$ cat src/design/hvd_pkg.sv
// Shared types, constants and tables for the haversine distance pipeline.
// No dependencies; every other design file refers to this package by scoped names.
package hvd_pkg;

  // Number of CORDIC iterations in each rotation and vectoring pass (12 to 32).
  localparam int CORDIC_STEPS = 24;

  // Angle lanes: half of dlat, half of dlon, first latitude, second latitude.
  localparam int LANES     = 4;
  localparam int LANE_DLAT = 0;
  localparam int LANE_DLON = 1;
  localparam int LANE_LAT1 = 2;
  localparam int LANE_LAT2 = 3;

  // Field widths.
  localparam int LAT_W    = 28;
  localparam int LON_W    = 29;
  localparam int DLON_W   = LON_W + 1;
  localparam int DLAT_W   = LAT_W + 1;
  localparam int MAG_W    = 28;
  localparam int RADIUS_W = 23;
  localparam int DIST_W   = 31;
  localparam int R200_W   = 31;

  // Microdegree limits.
  localparam logic signed [LAT_W-1:0]  UDEG_90  = 28'sd90000000;
  localparam logic signed [DLON_W-1:0] UDEG_180 = 30'sd180000000;
  localparam logic signed [DLON_W-1:0] UDEG_360 = 30'sd360000000;

  // Degree to radian conversion: round(mag * pi * 2^32 / divisor).
  localparam int PI_SPLIT = 17;
  localparam logic [33:0] PI_Q32 = 34'd13493037705;
  localparam logic [PI_SPLIT-1:0] PI_HI = PI_Q32[33:PI_SPLIT];
  localparam logic [PI_SPLIT-1:0] PI_LO = PI_Q32[PI_SPLIT-1:0];
  localparam int MUL_W = MAG_W + PI_SPLIT;
  localparam logic [63:0] DIV_WHOLE = 64'd720000000;
  localparam logic [63:0] DIV_HALF  = 64'd1440000000;
  localparam int QUO_BITS = 31;

  // Each divisor is an odd factor times a power of two. The power of two is a
  // shift; the odd factor is divided by a reciprocal multiply on the top 32 bits
  // of the shifted dividend, which undershoots by at most two, then corrected.
  localparam int SHIFT_WHOLE = 10;
  localparam int SHIFT_HALF  = 11;
  localparam int Y_W   = 51;
  localparam int REM_W = 24;
  localparam logic [REM_W-1:0] DIV_ODD  = 24'd703125;
  localparam logic [REM_W-1:0] DIV_ODD2 = 24'd1406250;
  localparam logic [31:0]      RECIP    = 32'd3202559735;

  // Q2.30 fixed-point constants.
  localparam int CW = 34;
  localparam int Q_W = 31;
  localparam int PROD_W = 2 * Q_W;
  localparam logic signed [CW-1:0] CORDIC_GAIN = 34'sd652032874;
  localparam logic [Q_W-1:0] ONE_Q30     = 31'd1073741824;
  localparam logic [Q_W-1:0] HALF_PI_Q30 = 31'd1686629713;
  localparam logic [PROD_W-1:0] HALF_LSB = 62'd536870912;
  localparam int ROOT_BITS = 31;

  // Radius register.
  localparam logic [RADIUS_W-1:0] RADIUS_RESET = 23'd6371000;
  localparam logic [R200_W-1:0]   R200_RESET   = 31'd1274200000;
  localparam logic [R200_W-1:0]   R200_SCALE   = 31'd200;
  localparam logic [DIST_W-1:0]   DIST_MAX     = 31'h7FFFFFFF;

  // Queue between front and back.
  localparam int QUEUE_DEPTH = 4;
  localparam int QPTR_W = $clog2(QUEUE_DEPTH);

  // Registered stages in the back end.
  localparam int BACK_DEPTH = 48 + 2 * CORDIC_STEPS;

  // One classified pair: sign and magnitude of each angle in microdegrees.
  typedef struct packed {
    logic [LANES-1:0]            neg;
    logic [LANES-1:0][MAG_W-1:0] mag;
  } angle_set_t;

  // Queue status seen by the producer and the consumer.
  typedef struct packed {
    logic full;
    logic empty;
  } queue_flags_t;

  // Arctangent of 2^-idx in Q2.30.
  function automatic logic signed [CW-1:0] atan_entry(input int idx);
    logic signed [CW-1:0] v;
    case (idx)
      0:  v = 34'sh03243F6A8;
      1:  v = 34'sh01DAC6705;
      2:  v = 34'sh00FADBAFC;
      3:  v = 34'sh007F56EA6;
      4:  v = 34'sh003FEAB76;
      5:  v = 34'sh001FFD55B;
      6:  v = 34'sh000FFFAAA;
      7:  v = 34'sh0007FFF55;
      8:  v = 34'sh0003FFFEA;
      9:  v = 34'sh0001FFFFD;
      10: v = 34'sh0000FFFFF;
      11: v = 34'sh00007FFFF;
      12: v = 34'sh00003FFFF;
      13: v = 34'sh00001FFFF;
      14: v = 34'sh00000FFFF;
      15: v = 34'sh000007FFF;
      16: v = 34'sh000003FFF;
      17: v = 34'sh000001FFF;
      18: v = 34'sh000000FFF;
      19: v = 34'sh0000007FF;
      20: v = 34'sh0000003FF;
      21: v = 34'sh0000001FF;
      22: v = 34'sh0000000FF;
      23: v = 34'sh00000007F;
      24: v = 34'sh00000003F;
      25: v = 34'sh00000001F;
      26: v = 34'sh00000000F;
      27: v = 34'sh000000008;
      28: v = 34'sh000000004;
      29: v = 34'sh000000002;
      30: v = 34'sh000000001;
      default: v = '0;
    endcase
    return v;
  endfunction

  // Half angles divide by twice the whole-angle divisor.
  function automatic logic [63:0] lane_divisor(input int lane);
    return (lane == LANE_DLAT || lane == LANE_DLON) ? DIV_HALF : DIV_WHOLE;
  endfunction

  // Power-of-two part of each lane's divisor.
  function automatic int lane_shift(input int lane);
    return (lane == LANE_DLAT || lane == LANE_DLON) ? SHIFT_HALF : SHIFT_WHOLE;
  endfunction

endpackage

$ cat src/design/hvd_queue.sv
// Short queue that decouples the front end from the back-end pipeline.
// Uses hvd_pkg for the item type, the flag struct and the depth.
module hvd_queue (
  input  logic                  clk,
  input  logic                  rst,
  input  logic                  push,
  input  hvd_pkg::angle_set_t   item_in,
  input  logic                  pop,
  output hvd_pkg::angle_set_t   head,
  output hvd_pkg::queue_flags_t flags
);

  hvd_pkg::angle_set_t mem [hvd_pkg::QUEUE_DEPTH];
  logic [hvd_pkg::QPTR_W-1:0] wr_ptr;
  logic [hvd_pkg::QPTR_W-1:0] rd_ptr;
  logic [hvd_pkg::QPTR_W:0]   count;

  assign flags.full  = count == (hvd_pkg::QPTR_W + 1)'(hvd_pkg::QUEUE_DEPTH);
  assign flags.empty = count == '0;
  assign head        = mem[rd_ptr];

  // Pointers and fill level.
  always_ff @(posedge clk) begin
    if (rst) begin
      wr_ptr <= '0;
      rd_ptr <= '0;
      count  <= '0;
    end else begin
      if (push) begin
        wr_ptr <= wr_ptr + 1'b1;
      end
      if (pop) begin
        rd_ptr <= rd_ptr + 1'b1;
      end
      if (push && !pop) begin
        count <= count + 1'b1;
      end else if (pop && !push) begin
        count <= count - 1'b1;
      end
    end
  end

  // Storage.
  always_ff @(posedge clk) begin
    if (push) begin
      mem[wr_ptr] <= item_in;
    end
  end

  a_no_overflow: assert property (@(posedge clk) disable iff (rst) push |-> !flags.full)
    else $error("queue written while full");
  a_no_underflow: assert property (@(posedge clk) disable iff (rst) pop |-> !flags.empty)
    else $error("queue read while empty");
  a_push_fills: assert property (@(posedge clk) disable iff (rst)
    (push && !pop) |=> !flags.empty)
    else $error("queue empty after a lone write");

endmodule

$ cat config.mk
export PLATFORM = sky130hd
export DESIGN_NAME = hvd_queue
export DESIGN_NICKNAME = d
export VERILOG_FILES = /design/src/design/hvd_pkg.sv /design/src/design/hvd_queue.sv
export SDC_FILE = /design/constraint.sdc
export NUM_CORES = 1
export LEC_CHECK = 0
export BUFFER_PORTS_ARGS = -buffer_cell sky130_fd_sc_hd__buf_4
export CORE_ASPECT_RATIO = 0.75
export CORE_UTILIZATION = 61
export CTS_BUF_LIST = sky130_fd_sc_hd__clkbuf_8 sky130_fd_sc_hd__clkbuf_16
export DETAILED_ROUTE_END_ITERATION = 8
export GPL_TIMING_DRIVEN = 0
export MAX_ROUTING_LAYER = met4
export PLACE_DENSITY = 0.84
export SLEW_MARGIN = 20
export SYNTH_ARGS = -nofsm -noshare
export SYNTH_HDL_FRONTEND = slang
export SYNTH_SLANG_ARGS = --single-unit
$ cat constraint.sdc
create_clock -name clk -period 6.49 [get_ports clk]
set_clock_uncertainty 0.2 [all_clocks]
set_input_delay 0.649 -clock clk [delete_from_list [all_inputs] [get_ports clk]]
set_output_delay 0.649 -clock clk [all_outputs]
set_load 0.005 [all_outputs]
==> flow_results.xml <==
<?xml version="1.0" encoding="UTF-8"?>
<metrics>
  <group name="status">
    <metric name="status" unit="">finished, final reports clean</metric>
  </group>
  <group name="timing">
    <metric name="grt_setup_unrepaired" unit="">false</metric>
    <metric name="timing.final.hold_violations" unit="">0</metric>
    <metric name="layout_min_cycle_time" unit="ns">3.22</metric>
    <metric name="final.setup.worst_slack" unit="ns">3.27</metric>
    <metric name="final-max-slew-violation-count" unit="">0</metric>
    <metric name="worst-slew-pin-transition" unit="ns">0.698</metric>
    <metric name="max_frequency" unit="MHz">310</metric>
    <metric name="setup_viol" unit="">0</metric>
    <metric name="slew_headroom" unit="%">53.5</metric>
    <metric name="post_route_setup_tns" unit="ns">0</metric>
    <metric name="layout_worst_path_cycle_share" unit="%">49.6</metric>
  </group>
  <group name="placed_design">
    <metric name="finalWeightedCongestion" unit="">0.707</metric>
    <metric name="detailed_place_hpwl" unit="um">19900</metric>
    <metric name="port-buffer-count" unit="">236</metric>
    <metric name="dp_worst_setup_slack" unit="ns">3.85</metric>
  </group>
  <group name="finish">
    <metric name="post_route_cells_drive_above_1_share" unit="%">44.8</metric>
    <metric name="fillCellCount" unit="">1341</metric>
    <metric name="synth_to_final_area_change" unit="%">21.6</metric>
    <metric name="num-nets-final" unit="">1065</metric>
    <metric name="diode_insertion_count_for_antenna_repair" unit="">0</metric>
  </group>
  <group name="global_route">
    <metric name="first_global_vias" unit="">8428</metric>
    <metric name="global_route_wire_length_before_repair" unit="um">49600</metric>
    <metric name="grt_start_max_net_pins" unit="">51</metric>
    <metric name="initial_antenna_violation_count" unit="">0</metric>
    <metric name="gr-total-overflow" unit="">0</metric>
    <metric name="grtUsageTotal" unit="%">24.4</metric>
  </group>
  <group name="clock_tree">
    <metric name="cts_tree" unit="">built</metric>
    <metric name="insertion_delay" unit="ns">0.53</metric>
    <metric name="ctsHoldBuffers" unit="">0</metric>
    <metric name="post_cts_setup_buffer_count" unit="">0</metric>
    <metric name="clk_transition_reported_paths" unit="ns">0.07</metric>
    <metric name="clk_path_buf_depth" unit="">3</metric>
    <metric name="cts-root-buf" unit="">sky130_fd_sc_hd__clkbuf_16</metric>
    <metric name="tritoncts_num_sinks" unit="">473</metric>
    <metric name="clock_buffer_count_from_cts" unit="">43</metric>
    <metric name="htree_levels" unit="">2</metric>
    <metric name="postCtsResizedCells" unit="">0</metric>
  </group>
  <group name="routing">
    <metric name="vias_per_cell" unit="">5.92</metric>
    <metric name="drtIter0Drc" unit="">539</metric>
    <metric name="avgRoutedWirePerCell" unit="um">24.9</metric>
    <metric name="drt_pre_antenna_iters" unit="">5</metric>
    <metric name="detail_route.wirelength" unit="um">32800</metric>
    <metric name="post-route-drc-count" unit="">0</metric>
    <metric name="route.vias.total" unit="">7798</metric>
    <metric name="antenna_violating_nets_post_route" unit="">0</metric>
  </group>
  <group name="yosys">
    <metric name="synthCells" unit="">650</metric>
    <metric name="yosys_register_bits" unit="">473</metric>
    <metric name="synth.lib_cells_used.distinct" unit="">20</metric>
    <metric name="syn-cell-area" unit="mm^2">0.0171</metric>
    <metric name="synth.net_count" unit="">776</metric>
    <metric name="synth_top_cell_by_area" unit="">sky130_fd_sc_hd__edfxtp_1</metric>
    <metric name="synth_area_leaders" unit="">sky130_fd_sc_hd__edfxtp_1 (81%), sky130_fd_sc_hd__mux4_2 (15%), sky130_fd_sc_hd__dfxtp_1 (1.1%), sky130_fd_sc_hd__buf_6 (0.39%), sky130_fd_sc_hd__buf_2 (0.38%)</metric>
    <metric name="synth_top_area_share" unit="%">81.3</metric>
    <metric name="ys_seq_area_share" unit="%">82.4</metric>
    <metric name="synthesis.area_per_instance" unit="um^2">26.4</metric>
    <metric name="ys_warn_count" unit="">0</metric>
  </group>
  <group name="critical_path">
    <metric name="cp_data_required_time" unit="ns">5.64</metric>
    <metric name="critical_path_depth" unit="">5</metric>
    <metric name="cp-start-kind" unit="">register</metric>
    <metric name="worst_reg2reg_setup_slack" unit="ns">4.14</metric>
    <metric name="reg2reg_to" unit="">mem[2][66]</metric>
    <metric name="worst_setup_path_end_kind" unit="">primary output</metric>
    <metric name="crit_top_cell" unit="">sky130_fd_sc_hd__buf_2</metric>
    <metric name="worstPathCellList" unit="">buf_2 -&gt; buf_2 -&gt; buf_2 -&gt; mux4_2 -&gt; buf_4</metric>
    <metric name="crit_buf_inv" unit="">4</metric>
    <metric name="critical_path.top_delay_family" unit="">buffers and inverters</metric>
    <metric name="worst_r2r_path_depth" unit="">5</metric>
    <metric name="worst_r2r_startpoint" unit="">wr_ptr[0]</metric>
    <metric name="max_stage_delay" unit="ns">0.38</metric>
    <metric name="critical_path_peak_fanout" unit="">10</metric>
    <metric name="arr_time_crit_path" unit="ns">2.37</metric>
    <metric name="crit_path_top_delay_cell" unit="">sky130_fd_sc_hd__mux4_2</metric>
    <metric name="kind_of_critical_path" unit="">register to primary output</metric>
  </group>
  <group name="die">
    <metric name="dieArea" unit="mm^2">0.0288</metric>
    <metric name="initial_core_util" unit="%">62.9</metric>
    <metric name="placementRows" unit="">52</metric>
    <metric name="chipHeight" unit="um">147</metric>
    <metric name="io_pins" unit="">238</metric>
    <metric name="die_w" unit="um">196</metric>
    <metric name="core_region_area" unit="mm^2">0.0273</metric>
  </group>
  <group name="power">
    <metric name="worst_ir_drop_vdd" unit="mV">0.237</metric>
    <metric name="power.density_cell_area" unit="mW/mm^2">314</metric>
    <metric name="sw_frac_of_total" unit="%">20.9</metric>
    <metric name="p_comb_share" unit="%">10.8</metric>
    <metric name="leakage_component_of_the_power" unit="nW">7.10</metric>
    <metric name="power.net_switching" unit="mW">1.37</metric>
    <metric name="seq_power_share" unit="%">54.1</metric>
    <metric name="share_clk_of_total_power" unit="%">35.1</metric>
    <metric name="power.internal" unit="mW">5.18</metric>
  </group>
  <group name="run">
    <metric name="max_cap_violations" unit="">0</metric>
  </group>
  <group name="min_path">
    <metric name="hold_path_class" unit="">input port to register</metric>
    <metric name="timing.hold.worst_endpoint" unit="">mem[2][3]</metric>
    <metric name="worstHoldPathCells" unit="">1</metric>
    <metric name="min_from" unit="">item_in[3]</metric>
  </group>
</metrics>
==> metrics by stage <==
stage	area (um^2)	instances	total power, mW	hold WS [ns]	utilization (%)
6_report	20800	1318	6.55	0.106	76.5
5_1_grt	20800	1318	6.75	0.0915	76.5
4_1_cts	20800	1318	6.60	0.0883	76.5
3_5_place_dp	19600	1245	4.32	0.306	71.8
3_3_place_gp	19300	1237	4.30	0.282	71.0
2_1_floorplan	17100	650	3.94	0.266	-
==> metal layers <==
metal	part of all wire [%]	vias up	GRT usage (%)
li1	-	3375	-
met5	0	-	-
met1	39	4050	31.8
met4	1.8	0	6.34
met2	50	325	38.6
met3	8.5	48	6.77
==> power by group through the flow <==
stage / sequential (mW) / combinational [mW] / clock (mW)
after detailed placement: 3.61 / 0.707 / 0
after CTS: 3.55 / 0.716 / 2.34
final: 3.55 / 0.705 / 2.30
after floorplan: 3.61 / 0.333 / 0
after global routing: 3.56 / 0.753 / 2.44
after global placement: 3.63 / 0.669 / 0
==> logic make-up after synthesis <==
family | count (synthesis) | share of synthesized area [%]
DFF | 473 | 82.4
muxes | 118 | 15.4
buffers and inverters | 31 | 1.04
and+or+nand+nor | 15 | 0.431
adders and majority gates | 6 | 0.482
xor gates and xnor gates | 5 | 0.256
AOI/OAI and AO/OA | 2 | 0.0584
==> synthesized netlist by cell type <==
| cell type | n |
|---|---|
| sky130_fd_sc_hd__nor2_1 | 7 |
| sky130_fd_sc_hd__clkbuf_1 | 8 |
| sky130_fd_sc_hd__fa_1 | 1 |
| sky130_fd_sc_hd__xnor2_1 | 2 |
| sky130_fd_sc_hd__xor2_1 | 3 |
| sky130_fd_sc_hd__buf_6 | 6 |
| sky130_fd_sc_hd__dfxtp_1 | 9 |
| sky130_fd_sc_hd__edfxtp_1 | 464 |
| sky130_fd_sc_hd__mux4_2 | 116 |
| sky130_fd_sc_hd__nand2_1 | 1 |
| sky130_fd_sc_hd__nor3_1 | 1 |
| sky130_fd_sc_hd__a21oi_1 | 1 |
| sky130_fd_sc_hd__mux2i_1 | 2 |
| sky130_fd_sc_hd__and2_1 | 4 |
| sky130_fd_sc_hd__or3_1 | 1 |
| sky130_fd_sc_hd__buf_2 | 13 |
| sky130_fd_sc_hd__nor3b_1 | 1 |
| sky130_fd_sc_hd__inv_1 | 4 |
| sky130_fd_sc_hd__ha_1 | 5 |
| sky130_fd_sc_hd__o21ai_0 | 1 |
==> cells in the final DEF, fill, tap and decap left out, types with 2 or more instances in the layout <==
cell type / n
sky130_fd_sc_hd__edfxtp_1: 464
sky130_fd_sc_hd__mux4_2: 116
sky130_fd_sc_hd__mux2i_1: 2
sky130_fd_sc_hd__buf_16: 7
sky130_fd_sc_hd__ha_1: 5
sky130_fd_sc_hd__clkbuf_16: 45
sky130_fd_sc_hd__nor2_1: 7
sky130_fd_sc_hd__and2_4: 4
sky130_fd_sc_hd__buf_6: 6
sky130_fd_sc_hd__dfxtp_1: 9
sky130_fd_sc_hd__clkbuf_1: 8
sky130_fd_sc_hd__buf_2: 13
sky130_fd_sc_hd__inv_1: 16
sky130_fd_sc_hd__xnor2_1: 2
sky130_fd_sc_hd__xor2_1: 3
sky130_fd_sc_hd__clkinv_1: 11
sky130_fd_sc_hd__buf_4: 236
sky130_fd_sc_hd__clkinv_2: 2
==> registers in the layout, summed over array words and instances, names as in the netlist, named ones only <==
name / cells
mem: 464
count: 3
rd_ptr: 2
wr_ptr: 2
==> final cells by class <==
type	count	area [um^2]	share of cell area, %
clock inverter	27	135	0.648
clock buffer	46	1140	5.47
buffer	27	163	0.780
sequential	473	14100	67.7
tap	351	439	2.11
multi-input combinational	146	2850	13.7
inverter	4	15.0	0.0720
timing repair buffer	244	1980	9.52
==> worst max-delay path by stage <==
stage | startpoint | to | slack (ns)
final | register | head[80] | 3.27
after global routing | register | head[80] | 3.19
after CTS | register | head[76] | 3.23
after detailed placement | register | head[77] | 3.85
after global placement | push | mem[1][69] | 0.43
after floorplan | push | mem[0][0] | 2.49
(Power assumes the default switching activity.)
