--- config.mk ---
export PLATFORM = sky130hd
export DESIGN_NAME = hvd_front
export DESIGN_NICKNAME = d
export VERILOG_FILES = /design/src/design/hvd_pkg.sv /design/src/design/hvd_front.sv
export SDC_FILE = /design/constraint.sdc
export NUM_CORES = 1
export LEC_CHECK = 0
export BUFFER_PORTS_ARGS = -buffer_cell sky130_fd_sc_hd__buf_2
export CELL_PAD_IN_SITES_DETAIL_PLACEMENT = 1
export CELL_PAD_IN_SITES_GLOBAL_PLACEMENT = 2
export CORE_MARGIN = 3
export CORE_UTILIZATION = 38
export DETAILED_ROUTE_END_ITERATION = 8
export PLACE_DENSITY = 0.94
export SYNTH_ARGS = -nofsm -noshare
export SYNTH_HDL_FRONTEND = slang
export SYNTH_SLANG_ARGS = --single-unit
--- constraint.sdc ---
create_clock -name clk -period 13.5 [get_ports clk]
set_input_delay 3.375 -clock clk [delete_from_list [all_inputs] [get_ports clk]]
set_output_delay 3.375 -clock clk [all_outputs]
set_load 0.02 [all_outputs]
--- src/design/hvd_pkg.sv ---
// Shared types, constants and tables for the haversine distance pipeline.
// No dependencies; every other design file refers to this package by scoped names.
package hvd_pkg;

  // Number of CORDIC iterations in each rotation and vectoring pass (12 to 32).
  localparam int CORDIC_STEPS = 24;

  // Angle lanes: half of dlat, half of dlon, first latitude, second latitude.
  localparam int LANES     = 4;
  localparam int LANE_DLAT = 0;
  localparam int LANE_DLON = 1;
  localparam int LANE_LAT1 = 2;
  localparam int LANE_LAT2 = 3;

  // Field widths.
  localparam int LAT_W    = 28;
  localparam int LON_W    = 29;
  localparam int DLON_W   = LON_W + 1;
  localparam int DLAT_W   = LAT_W + 1;
  localparam int MAG_W    = 28;
  localparam int RADIUS_W = 23;
  localparam int DIST_W   = 31;
  localparam int R200_W   = 31;

  // Microdegree limits.
  localparam logic signed [LAT_W-1:0]  UDEG_90  = 28'sd90000000;
  localparam logic signed [DLON_W-1:0] UDEG_180 = 30'sd180000000;
  localparam logic signed [DLON_W-1:0] UDEG_360 = 30'sd360000000;

  // Degree to radian conversion: round(mag * pi * 2^32 / divisor).
  localparam int PI_SPLIT = 17;
  localparam logic [33:0] PI_Q32 = 34'd13493037705;
  localparam logic [PI_SPLIT-1:0] PI_HI = PI_Q32[33:PI_SPLIT];
  localparam logic [PI_SPLIT-1:0] PI_LO = PI_Q32[PI_SPLIT-1:0];
  localparam int MUL_W = MAG_W + PI_SPLIT;
  localparam logic [63:0] DIV_WHOLE = 64'd720000000;
  localparam logic [63:0] DIV_HALF  = 64'd1440000000;
  localparam int QUO_BITS = 31;

  // Each divisor is an odd factor times a power of two. The power of two is a
  // shift; the odd factor is divided by a reciprocal multiply on the top 32 bits
  // of the shifted dividend, which undershoots by at most two, then corrected.
  localparam int SHIFT_WHOLE = 10;
  localparam int SHIFT_HALF  = 11;
  localparam int Y_W   = 51;
  localparam int REM_W = 24;
  localparam logic [REM_W-1:0] DIV_ODD  = 24'd703125;
  localparam logic [REM_W-1:0] DIV_ODD2 = 24'd1406250;
  localparam logic [31:0]      RECIP    = 32'd3202559735;

  // Q2.30 fixed-point constants.
  localparam int CW = 34;
  localparam int Q_W = 31;
  localparam int PROD_W = 2 * Q_W;
  localparam logic signed [CW-1:0] CORDIC_GAIN = 34'sd652032874;
  localparam logic [Q_W-1:0] ONE_Q30     = 31'd1073741824;
  localparam logic [Q_W-1:0] HALF_PI_Q30 = 31'd1686629713;
  localparam logic [PROD_W-1:0] HALF_LSB = 62'd536870912;
  localparam int ROOT_BITS = 31;

  // Radius register.
  localparam logic [RADIUS_W-1:0] RADIUS_RESET = 23'd6371000;
  localparam logic [R200_W-1:0]   R200_RESET   = 31'd1274200000;
  localparam logic [R200_W-1:0]   R200_SCALE   = 31'd200;
  localparam logic [DIST_W-1:0]   DIST_MAX     = 31'h7FFFFFFF;

  // Queue between front and back.
  localparam int QUEUE_DEPTH = 4;
  localparam int QPTR_W = $clog2(QUEUE_DEPTH);

  // Registered stages in the back end.
  localparam int BACK_DEPTH = 48 + 2 * CORDIC_STEPS;

  // One classified pair: sign and magnitude of each angle in microdegrees.
  typedef struct packed {
    logic [LANES-1:0]            neg;
    logic [LANES-1:0][MAG_W-1:0] mag;
  } angle_set_t;

  // Queue status seen by the producer and the consumer.
  typedef struct packed {
    logic full;
    logic empty;
  } queue_flags_t;

  // Arctangent of 2^-idx in Q2.30.
  function automatic logic signed [CW-1:0] atan_entry(input int idx);
    logic signed [CW-1:0] v;
    case (idx)
      0:  v = 34'sh03243F6A8;
      1:  v = 34'sh01DAC6705;
      2:  v = 34'sh00FADBAFC;
      3:  v = 34'sh007F56EA6;
      4:  v = 34'sh003FEAB76;
      5:  v = 34'sh001FFD55B;
      6:  v = 34'sh000FFFAAA;
      7:  v = 34'sh0007FFF55;
      8:  v = 34'sh0003FFFEA;
      9:  v = 34'sh0001FFFFD;
      10: v = 34'sh0000FFFFF;
      11: v = 34'sh00007FFFF;
      12: v = 34'sh00003FFFF;
      13: v = 34'sh00001FFFF;
      14: v = 34'sh00000FFFF;
      15: v = 34'sh000007FFF;
      16: v = 34'sh000003FFF;
      17: v = 34'sh000001FFF;
      18: v = 34'sh000000FFF;
      19: v = 34'sh0000007FF;
      20: v = 34'sh0000003FF;
      21: v = 34'sh0000001FF;
      22: v = 34'sh0000000FF;
      23: v = 34'sh00000007F;
      24: v = 34'sh00000003F;
      25: v = 34'sh00000001F;
      26: v = 34'sh00000000F;
      27: v = 34'sh000000008;
      28: v = 34'sh000000004;
      29: v = 34'sh000000002;
      30: v = 34'sh000000001;
      default: v = '0;
    endcase
    return v;
  endfunction

  // Half angles divide by twice the whole-angle divisor.
  function automatic logic [63:0] lane_divisor(input int lane);
    return (lane == LANE_DLAT || lane == LANE_DLON) ? DIV_HALF : DIV_WHOLE;
  endfunction

  // Power-of-two part of each lane's divisor.
  function automatic int lane_shift(input int lane);
    return (lane == LANE_DLAT || lane == LANE_DLON) ? SHIFT_HALF : SHIFT_WHOLE;
  endfunction

endpackage

--- src/design/hvd_front.sv ---
// Front end: accepts point pairs, clamps latitudes, reduces the longitude
// difference and hands sign/magnitude angles to the queue. Uses hvd_pkg.
module hvd_front (
  input  logic                                clk,
  input  logic                                rst,
  input  logic                                in_valid,
  output logic                                in_stall,
  input  logic signed [hvd_pkg::LAT_W-1:0]    first_latitude,
  input  logic signed [hvd_pkg::LAT_W-1:0]    second_latitude,
  input  logic signed [hvd_pkg::LON_W-1:0]    first_longitude,
  input  logic signed [hvd_pkg::LON_W-1:0]    second_longitude,
  input  hvd_pkg::queue_flags_t               flags,
  output logic                                push,
  output hvd_pkg::angle_set_t                 item
);

  logic v1;
  logic v2;
  logic fadv;
  logic signed [hvd_pkg::LAT_W-1:0]  lat1c;
  logic signed [hvd_pkg::LAT_W-1:0]  lat2c;
  logic signed [hvd_pkg::DLON_W-1:0] dlon_raw;
  logic signed [hvd_pkg::DLAT_W-1:0] dlat;
  logic signed [hvd_pkg::DLON_W-1:0] dlon;

  function automatic logic signed [hvd_pkg::LAT_W-1:0] clamp_lat(
    input logic signed [hvd_pkg::LAT_W-1:0] x);
    if (x > hvd_pkg::UDEG_90) begin
      return hvd_pkg::UDEG_90;
    end else if (x < -hvd_pkg::UDEG_90) begin
      return -hvd_pkg::UDEG_90;
    end
    return x;
  endfunction

  function automatic logic [hvd_pkg::MAG_W-1:0] mag_of(
    input logic signed [hvd_pkg::DLON_W-1:0] x);
    logic signed [hvd_pkg::DLON_W-1:0] a;
    a = (x < 0) ? -x : x;
    return a[hvd_pkg::MAG_W-1:0];
  endfunction

  // The front moves unless its last stage holds an item the queue cannot take.
  assign fadv     = !v2 || !flags.full;
  assign in_stall = !fadv;
  assign push     = v2 && !flags.full;

  // Latitude difference, and longitude difference folded into [-180, 180] degrees.
  always_comb begin
    dlat = hvd_pkg::DLAT_W'(lat2c) - hvd_pkg::DLAT_W'(lat1c);
    if (dlon_raw > hvd_pkg::UDEG_180) begin
      dlon = dlon_raw - hvd_pkg::UDEG_360;
    end else if (dlon_raw < -hvd_pkg::UDEG_180) begin
      dlon = dlon_raw + hvd_pkg::UDEG_360;
    end else begin
      dlon = dlon_raw;
    end
  end

  // Valid bits of the two front stages.
  always_ff @(posedge clk) begin
    if (rst) begin
      v1 <= 1'b0;
      v2 <= 1'b0;
    end else if (fadv) begin
      v1 <= in_valid;
      v2 <= v1;
    end
  end

  // Stage one clamps latitudes and subtracts longitudes; stage two classifies each angle.
  always_ff @(posedge clk) begin
    if (fadv) begin
      lat1c    <= clamp_lat(first_latitude);
      lat2c    <= clamp_lat(second_latitude);
      dlon_raw <= hvd_pkg::DLON_W'(second_longitude) - hvd_pkg::DLON_W'(first_longitude);
      item.neg[hvd_pkg::LANE_DLAT] <= dlat < 0;
      item.neg[hvd_pkg::LANE_DLON] <= dlon < 0;
      item.neg[hvd_pkg::LANE_LAT1] <= lat1c < 0;
      item.neg[hvd_pkg::LANE_LAT2] <= lat2c < 0;
      item.mag[hvd_pkg::LANE_DLAT] <= mag_of(hvd_pkg::DLON_W'(dlat));
      item.mag[hvd_pkg::LANE_DLON] <= mag_of(dlon);
      item.mag[hvd_pkg::LANE_LAT1] <= mag_of(hvd_pkg::DLON_W'(lat1c));
      item.mag[hvd_pkg::LANE_LAT2] <= mag_of(hvd_pkg::DLON_W'(lat2c));
    end
  end

endmodule

==> impl_metrics.tcl, run 1 <==
set metrics [dict create \
    ys_types 89 \
    clockRootBuffer "clkbuf_16" \
    crit_fanout 59 \
    skew_ps 16.5 \
    max_cap_viol_count 0 \
    initial_utilization_pct 38.8 \
    grt_remaining_overflow 0 \
    place_congestion 0.863 \
    synth_most_common_cell "edfxtp_1" \
    cts_resized 0 \
    cts.clk_slew.worst_paths_ps 60 \
    die_w_um 194 \
    synth_area_leaders "edfxtp_1 (45%), xnor2_1 (7.7%), ha_1 (5.8%), a21oi_1 (3.4%), nand2_1 (3.2%)" \
    synth_seq_cells 204 \
    grt_max_degree 85 \
    min-delay-start "v1" \
    status "complete, no violations" \
    area_delta_synth_final_pct 17.4 \
    peakVddDrop_mv 0.112 \
    yosysSeqAreaShare_pct 45.3 \
    route.detailed.drc 0 \
    synth_edf_count 202 \
    hold_viol_final 0 \
    ios 237 \
    hp-class "reg2reg" \
    core_um2 34700 \
    worst_pin_slew_ps 1050 \
    grt_first_pass_wirelength_mm 61.2 \
    cts_buffer_depth 3 \
    worstRegToRegCells 13 \
    clock_latency_ps 520 \
    synth_cells 1341 \
    cts_setup_buffers 0 \
    syn_area_um2 13500 \
    route.detailed.wl_per_inst_um 18.8 \
    r2r-end "item[27]" \
    cts_hold_buf 0 \
    endpoint "in_stall" \
    grt_antenna_before_repair 7 \
    clock.fmax_mhz 129 \
    cts_tree "done" \
    numCtsBuffers 24 \
    leakagePower_nw 6.55 \
    fp.dieArea_um2 37800 \
    async_reset_ff_share_pct 0 \
    utilization_pct 45.6 \
    num_rows 68 \
    first_pass_iters 5 \
    final_max_slew_viol_count 0 \
    synth_common_cells "edfxtp_1 (202), xnor2_1 (119), nand2_1 (116)" \
    arrival_ps 4390 \
    crit_path_end_kind "primary output" \
    min_period_over_period_pct 57.5 \
    ys.flop_type "edfxtp_1" \
    timing.rr.start "lat1c[0]" \
    clock_sinks 204 \
    port_buffers 235 \
    die_h_um 194 \
    critPathLaunchType "input pin" \
    vias_per_cell 5.41 \
    worstHoldPathCells 2 \
    yosys_warnings 0 \
    yosysTopAreaCell "edfxtp_1" \
    grt_pass1_vias 11300 \
    routed_wl_mm 38.2 \
    finalNetCount 1739 \
    setup_tns_ps 0 \
    rrSetupSlack_ps 8930 \
    setup_viol 0 \
    track_usage_pct 19.7 \
    critPathKind "in2out" \
    powerDensity_nw_per_um2 167 \
    ant_nets 0 \
    drive_gt1_share_pct 19.9 \
    synth.avg_cell_area_um2 10.1 \
    drt_first_iter_violations 679 \
    slew_headroom_pct 30.1 \
    nFillCells 3979 \
    h-tree-depth 1 \
    syn_nets 1525 \
    vias 11000 \
    rsz0062_at_grt "false" \
    netlist.area_leader.share_pct 45.0 \
    startpoint "flags[1]" \
    finalCriticalPeriod_ps 7760 \
    crit_required_ps 10120 \
    place_hpwl_mm 30.3 \
]
where the power goes:
part           leakage, nW  switching, mW  internal (mW)
clock network        0.368          0.248          0.372
logic                 4.04          0.628          0.379
registers             2.14          0.104          0.909
total                 6.55          0.980           1.66
area by class of cell:
| cell class | instances | area (um^2) | share of cell area [%] |
|---|---|---|---|
| multi-input combinational | 996 | 6840 | 43.2 |
| sequential | 204 | 6110 | 38.6 |
| clock inverter | 13 | 119 | 0.751 |
| antenna | 4 | 10.0 | 0.0632 |
| inverter | 88 | 330 | 2.09 |
| clock buffer | 27 | 633 | 4.00 |
| timing repair buffer | 241 | 1220 | 7.72 |
| tap | 455 | 569 | 3.60 |
flip-flops by register name (all words and copies together) (netlist names):
register,cells
v2,1
lat1c,28
dlon_raw,30
v1,1
item,116
lat2c,28
critical path: stages:
cell and delay [ps]:
buf_2 120, nand2_4 510, inv_1 160, buf_2 210
metrics by stage:
step | cells | power [mW] | hold WS [ps] | setup slack [ps] | area (um^2)
global route | 2027 | 2.80 | 491 | 5610 | 15800
CTS | 2024 | 2.66 | 463 | 5680 | 15800
floorplan | 1341 | 1.72 | 424 | 1450 | 13500
finish | 2028 | 2.64 | 455 | 5740 | 15800
global placement | 1984 | 1.99 | 435 | 5730 | 15100
detailed placement | 1984 | 2.03 | 452 | 5680 | 15100
worst min-delay path by stage:
stage                            to  slack, ps
after floorplan           item[114]        420
after global placement           v1        440
after detailed placement         v1        450
after CTS                        v1        460
after global routing             v1        490
final                            v1        460
routing by layer:
metal,global-route usage (%),wire length (um),vias up
li1,-,-,5344
met1,25.5,16700,5329
met2,34.0,18400,238
met3,3.19,1910,62
met4,6.28,1160,4
met5,0,21,-
cell families after synthesis:
kind of cell | synth area share (%)
simple gates | 16.1
flops | 45.3
fa+ha+maj | 6.14
mux | 0.232
buf+inv | 4.09
compound gates | 17.8
xor+xnor | 10.3
placed cells by master (no fill, tap or decap), types with 22 or more instances in the layout:
| cell type | n |
|---|---|
| nand2_1 | 115 |
| xnor2_1 | 119 |
| clkbuf_16 | 25 |
| edfxtp_1 | 202 |
| inv_1 | 87 |
| nor3_1 | 23 |
| o21ai_0 | 79 |
| nor2_1 | 79 |
| buf_2 | 235 |
| o21a_1 | 34 |
| xor2_1 | 37 |
| ha_1 | 63 |
| a21oi_1 | 91 |
| o31ai_1 | 22 |
| and3_1 | 29 |
Note: power is estimated with default switching activity, not from simulation.
==> run 2, diff against run 1 <==
--- a/config.mk
+++ b/config.mk
@@ -9,9 +9,9 @@
 export CELL_PAD_IN_SITES_DETAIL_PLACEMENT = 1
 export CELL_PAD_IN_SITES_GLOBAL_PLACEMENT = 2
 export CORE_MARGIN = 3
-export CORE_UTILIZATION = 38
+export CORE_UTILIZATION = 36
 export DETAILED_ROUTE_END_ITERATION = 8
-export PLACE_DENSITY = 0.94
+export PLACE_DENSITY = 0.9
 export SYNTH_ARGS = -nofsm -noshare
 export SYNTH_HDL_FRONTEND = slang
 export SYNTH_SLANG_ARGS = --single-unit
==> constraint.sdc (replaced) <==
create_clock -name clk -period 7.96 [get_ports clk]
set_input_delay 1.99 -clock clk [delete_from_list [all_inputs] [get_ports clk]]
set_output_delay 1.99 -clock clk [all_outputs]
set_load 0.02 [all_outputs]
==> run 2 against run 1 <==
  * Die area increased by 5.4%
  * First-iteration DRC count decreased by 20%
  * Via count decreased by 0.68%
  * Critical path depth unchanged
  * Cell area decreased by 0.17%
  * Critical endpoint unchanged
  * Largest cell class unchanged
  * Largest power group unchanged
  * Highest routed layer is now met4
==> impl_metrics.tcl, run 2 (synthesized netlist as in run 1, its figures left out) <==
set metrics [dict create \
    powerDensity_nw_per_um2 281 \
    grt_antenna_before_repair 3 \
    arrival_ps 3110 \
    seq_area_um2 6110 \
    grt_first_pass_wirelength_mm 60.7 \
    final_common_cell "buf_2" \
    crit_fanout 119 \
    mostFrequentLayoutCells "buf_2 (235), edfxtp_1 (202), xnor2_1 (119)" \
    initial_utilization_pct 36.6 \
    cts_hold_buf 0 \
    port_buffers 235 \
    crit_path_end_kind "primary output" \
    power_frac_seq_pct 38.5 \
    fin_hold_ws_ps 465 \
    comb_power_share_pct 38.5 \
    cts_resized 0 \
    peakVddDrop_mv 0.138 \
    place_hpwl_mm 31.0 \
    grt_remaining_overflow 0 \
    route.detailed.drc 0 \
    hold_viol_final 0 \
    cts_buffer_depth 3 \
    nFillCells 4199 \
    rsz0062_at_grt "false" \
    vias 10900 \
    largest_register_ffs 116 \
    area_delta_synth_final_pct 17.2 \
    track_usage_pct 19.0 \
    leakagePower_nw 6.52 \
    clock_latency_ps 540 \
    ant_nets 0 \
    die_w_um 200 \
    p_switching_mw 1.67 \
    first_pass_iters 5 \
    cts.clk_slew.worst_paths_ps 60 \
    critPathLaunchType "input pin" \
    die_h_um 200 \
    worstHoldPathCells 2 \
    min_period_over_period_pct 64.0 \
    cts_setup_buffers 0 \
    vias_per_cell 5.35 \
    slew_headroom_pct 27.5 \
    worst_pin_slew_ps 1090 \
    finalCriticalPeriod_ps 5100 \
    p_int_mw 2.77 \
    status "complete, no violations" \
    drt_first_iter_violations 543 \
    critPathKind "in2out" \
    ios 237 \
    p_clk_share_pct 22.9 \
    setup_tns_ps 0 \
    crit_required_ps 5970 \
    setup_viol 0 \
    grt_pass1_vias 11200 \
    cts_tree "done" \
    power_switching_share_pct 37.7 \
    drive_gt1_share_pct 19.8 \
    clockRootBuffer "clkbuf_16" \
    place_congestion 0.865 \
    fp.dieArea_um2 39800 \
    max_cap_viol_count 0 \
    finalNetCount 1738 \
    route.detailed.wl_per_inst_um 19.1 \
    core_um2 36800 \
    hp-class "reg2reg" \
    numCtsBuffers 24 \
    clock_sinks 204 \
    grt_max_degree 120 \
    routed_wl_mm 39.0 \
    final_max_slew_viol_count 0 \
    worstRegToRegCells 13 \
    num_rows 70 \
    h-tree-depth 1 \
    skew_ps 27.0 \
    clock.fmax_mhz 196 \
    multi_input_comb_area_um2 6850 \
]
==> run 2: cell types whose count changed in the layout (fill, tap and decap cells not counted) <==
cell,change
clkinv_8,+1
inv_6,-1
bufinv_16,-1
clkbuf_1,+2
clkbuf_16,-1
nand2_4,-1
diode_2,-2
nand2_8,+1
clkinvlp_4,-1
buf_4,-1
clkinv_1,+1
clkinv_2,+1
==> run 2: worst paths after layout <==
check | startpoint | slack [ps] | endpoint
worst max-delay path | flags[1] | 2860 | in_stall
worst min-delay path | v1 | 470 | v1
worst max register to register | lat1c[0] | 3380 | item[27]
worst min register to register | v1 | 470 | v1
==> run 2: cell type report <==
cell class | count | area share [%]
Clock buffer | 28 | 3.90
Sequential cell | 204 | 38.6
Multi-Input combinational cell | 996 | 43.3
Inverter | 88 | 2.09
Timing Repair Buffer | 240 | 7.68
Tap cell | 468 | 3.71
Clock inverter | 13 | 0.618
Antenna cell | 2 | 0.0317
==> run 2: through the flow <==
step | area, um^2 | cells | total power [mW] | util (%) | setup slack, ps
floorplan | 13500 | 1341 | 2.91 | - | 910
global placement | 15100 | 1996 | 3.39 | 41.0 | 2860
detailed placement | 15100 | 1996 | 3.45 | 41.0 | 2780
CTS | 15800 | 2037 | 4.48 | 42.9 | 2770
global route | 15800 | 2038 | 4.70 | 42.9 | 2650
finish | 15800 | 2039 | 4.44 | 43.0 | 2860
==> run 2: routing by layer <==
layer | vias up | wire length [um] | global-route usage, %
li1 | 5345 | - | -
met1 | 5281 | 18000 | 25.9
met2 | 226 | 18400 | 31.7
met3 | 50 | 1750 | 2.87
met4 | 0 | 899 | 5.04
met5 | - | 0 | 0
==> run 2: power by group through the flow <==
stage	Clock [mW]	Combinational [mW]	Sequential (mW)
6_report	1.02	1.71	1.71
5_1_grt	1.08	1.88	1.74
4_1_cts	1.04	1.73	1.71
3_5_place_dp	0	1.72	1.73
3_3_place_gp	0	1.67	1.72
2_1_floorplan	0	0.983	1.92
==> run 2: critical path, cell delays in order <==
cell and delay, ps:
buf_2 140, nand2_8 590, inv_1 180, buf_2 210
==> run 3, diff against run 2 <==
==> constraint.sdc (replaced) <==
create_clock -name clk -period 5.05 [get_ports clk]
set_input_delay 1.2625 -clock clk [delete_from_list [all_inputs] [get_ports clk]]
set_output_delay 1.2625 -clock clk [all_outputs]
set_load 0.02 [all_outputs]
==> run 3 against run 2 <==
  * Total power up 61%
  * Cell count up 0.29%
  * Clock skew down 8.0 ps
  * Critical path depth up 9
  * Worst hold slack worse by 3.5 ps
  * Critical endpoint is now item[27]
  * Highest routed layer is now met5
==> impl_metrics.tcl, run 3 (synthesized netlist as in run 1, its figures left out) <==
set metrics [dict create \
    status "complete, no violations" \
    worstRegToRegCells 13 \
    timing.rr.start "lat1c[0]" \
    cts_hold_buf 0 \
    initial_utilization_pct 36.6 \
    num_rows 70 \
    endpoint "item[27]" \
    placed_cell_area_um2 15100 \
    clock.fmax_mhz 223 \
    vias 10900 \
    finalCriticalPeriod_ps 4480 \
    h-tree-depth 1 \
    hold_viol_final 0 \
    crit_required_ps 5340 \
    seq_area_um2 6110 \
    drt_first_iter_violations 514 \
    cts.clk_slew.worst_paths_ps 60 \
    min_period_over_period_pct 88.6 \
    track_usage_pct 19.0 \
    numCtsBuffers 25 \
    clock_sinks 204 \
    startpoint "lat1c[0]" \
    first_pass_iters 5 \
    die_h_um 200 \
    slew_headroom_pct 36.0 \
    place_ws_ps 558 \
    arrival_ps 4770 \
    grt_first_pass_wirelength_mm 60.4 \
    fin_ws_ps 573 \
    nFillCells 4232 \
    leakagePower_nw 6.56 \
    clockRootBuffer "clkbuf_16" \
    crit_fanout 4 \
    route.detailed.wl_per_inst_um 19.0 \
    critPathKind "reg2reg" \
    finalNetCount 1740 \
    drive_gt1_share_pct 20.1 \
    grt_remaining_overflow 0 \
    finalInstanceArea_um2 15900 \
    powerDensity_nw_per_um2 449 \
    ant_nets 0 \
    route.detailed.drc 0 \
    place_hpwl_mm 30.9 \
    skew_ps 19.0 \
    mostFrequentLayoutCells "buf_2 (235), edfxtp_1 (202), xnor2_1 (119)" \
    routed_wl_mm 38.9 \
    vias_per_cell 5.35 \
    grt_pass1_vias 11100 \
    core_um2 36800 \
    critPathLaunchType "flip-flop" \
    power_mw 7.14 \
    area_delta_synth_final_pct 17.9 \
    rsz0062_at_grt "false" \
    utilization_pct 43.2 \
    final_max_slew_viol_count 0 \
    setup_tns_ps 0 \
    rrSetupSlack_ps 570 \
    port_buffers 235 \
    grt_antenna_before_repair 6 \
    cts_buffer_depth 3 \
    crit_path_end_kind "flip-flop" \
    ios 237 \
    hp-class "reg2reg" \
    multi_input_comb_area_um2 6850 \
    cts_setup_buffers 0 \
    largest_register_ffs 116 \
    cts_resized 0 \
    grt_max_degree 174 \
    setup_viol 0 \
    cts_tree "done" \
    die_w_um 200 \
    r2r-end "item[27]" \
    peakVddDrop_mv 0.284 \
    fp.dieArea_um2 39800 \
    final_common_cell "buf_2" \
    worst_pin_slew_ps 960 \
    clock_latency_ps 550 \
    max_cap_viol_count 0 \
    place_congestion 0.854 \
]
[run 3: changes by cell type in the layout (fill, tap and decap cells not counted)]
cell	before	now
inv_6	1	2
clkinv_2	4	3
clkinv_4	0	2
clkbuf_1	4	2
clkinvlp_4	0	2
clkinv_8	1	0
buf_12	0	1
bufinv_16	1	2
clkbuf_16	24	25
diode_2	2	4
[run 3: area by class of cell]
type | count | share of cell area [%]
well taps | 468 | 3.68
inverters | 88 | 2.08
multi-input cells | 996 | 43.1
clock buffers | 27 | 3.98
flip-flops and latches | 204 | 38.4
clock inverters | 17 | 0.929
diodes | 4 | 0.0630
repair buffers | 241 | 7.76
[run 3: per-layer routing]
layer | up-vias | global-route usage (%) | part of all wire, %
met5 | - | 0 | 0.087
met4 | 4 | 5.32 | 2.5
li1 | 5355 | - | -
met1 | 5312 | 26.0 | 46
met2 | 219 | 31.7 | 47
met3 | 50 | 2.83 | 4.2
[run 3: power by group]
group	switching (mW)	total, mW	internal (mW)
Combinational	1.70	2.72	1.02
Sequential	0.267	2.70	2.43
Clock	0.720	1.73	1.01
[run 3: worst min path at each step]
| stage | from | to | cells after the start |
|---|---|---|---|
| after floorplan | lat1c[27] | item[114] | 0 |
| after global placement | v1 | v1 | 2 |
| after detailed placement | v1 | v1 | 2 |
| after CTS | v1 | v1 | 2 |
| after global routing | v1 | v1 | 2 |
| final | v1 | v1 | 2 |
[run 3: critical path, stage by stage (launching register included)]
cell      delay, ps
edfxtp_1        510
ha_1            330
fa_1            410
nand2b_1        200
a21o_1          210
a211oi_1        330
o21ai_1         190
a22oi_4         260
nand3_4         110
or4_4           530
or4_4           530
nor4_4          280
a41oi_1         180
xnor2_1         160
[run 3: metrics by stage]
step | instances | hold WS [ps]
after floorplan | 1341 | 424
after global placement | 1997 | 437
after detailed placement | 1997 | 456
after CTS | 2041 | 466
after global routing | 2044 | 498
final | 2045 | 462
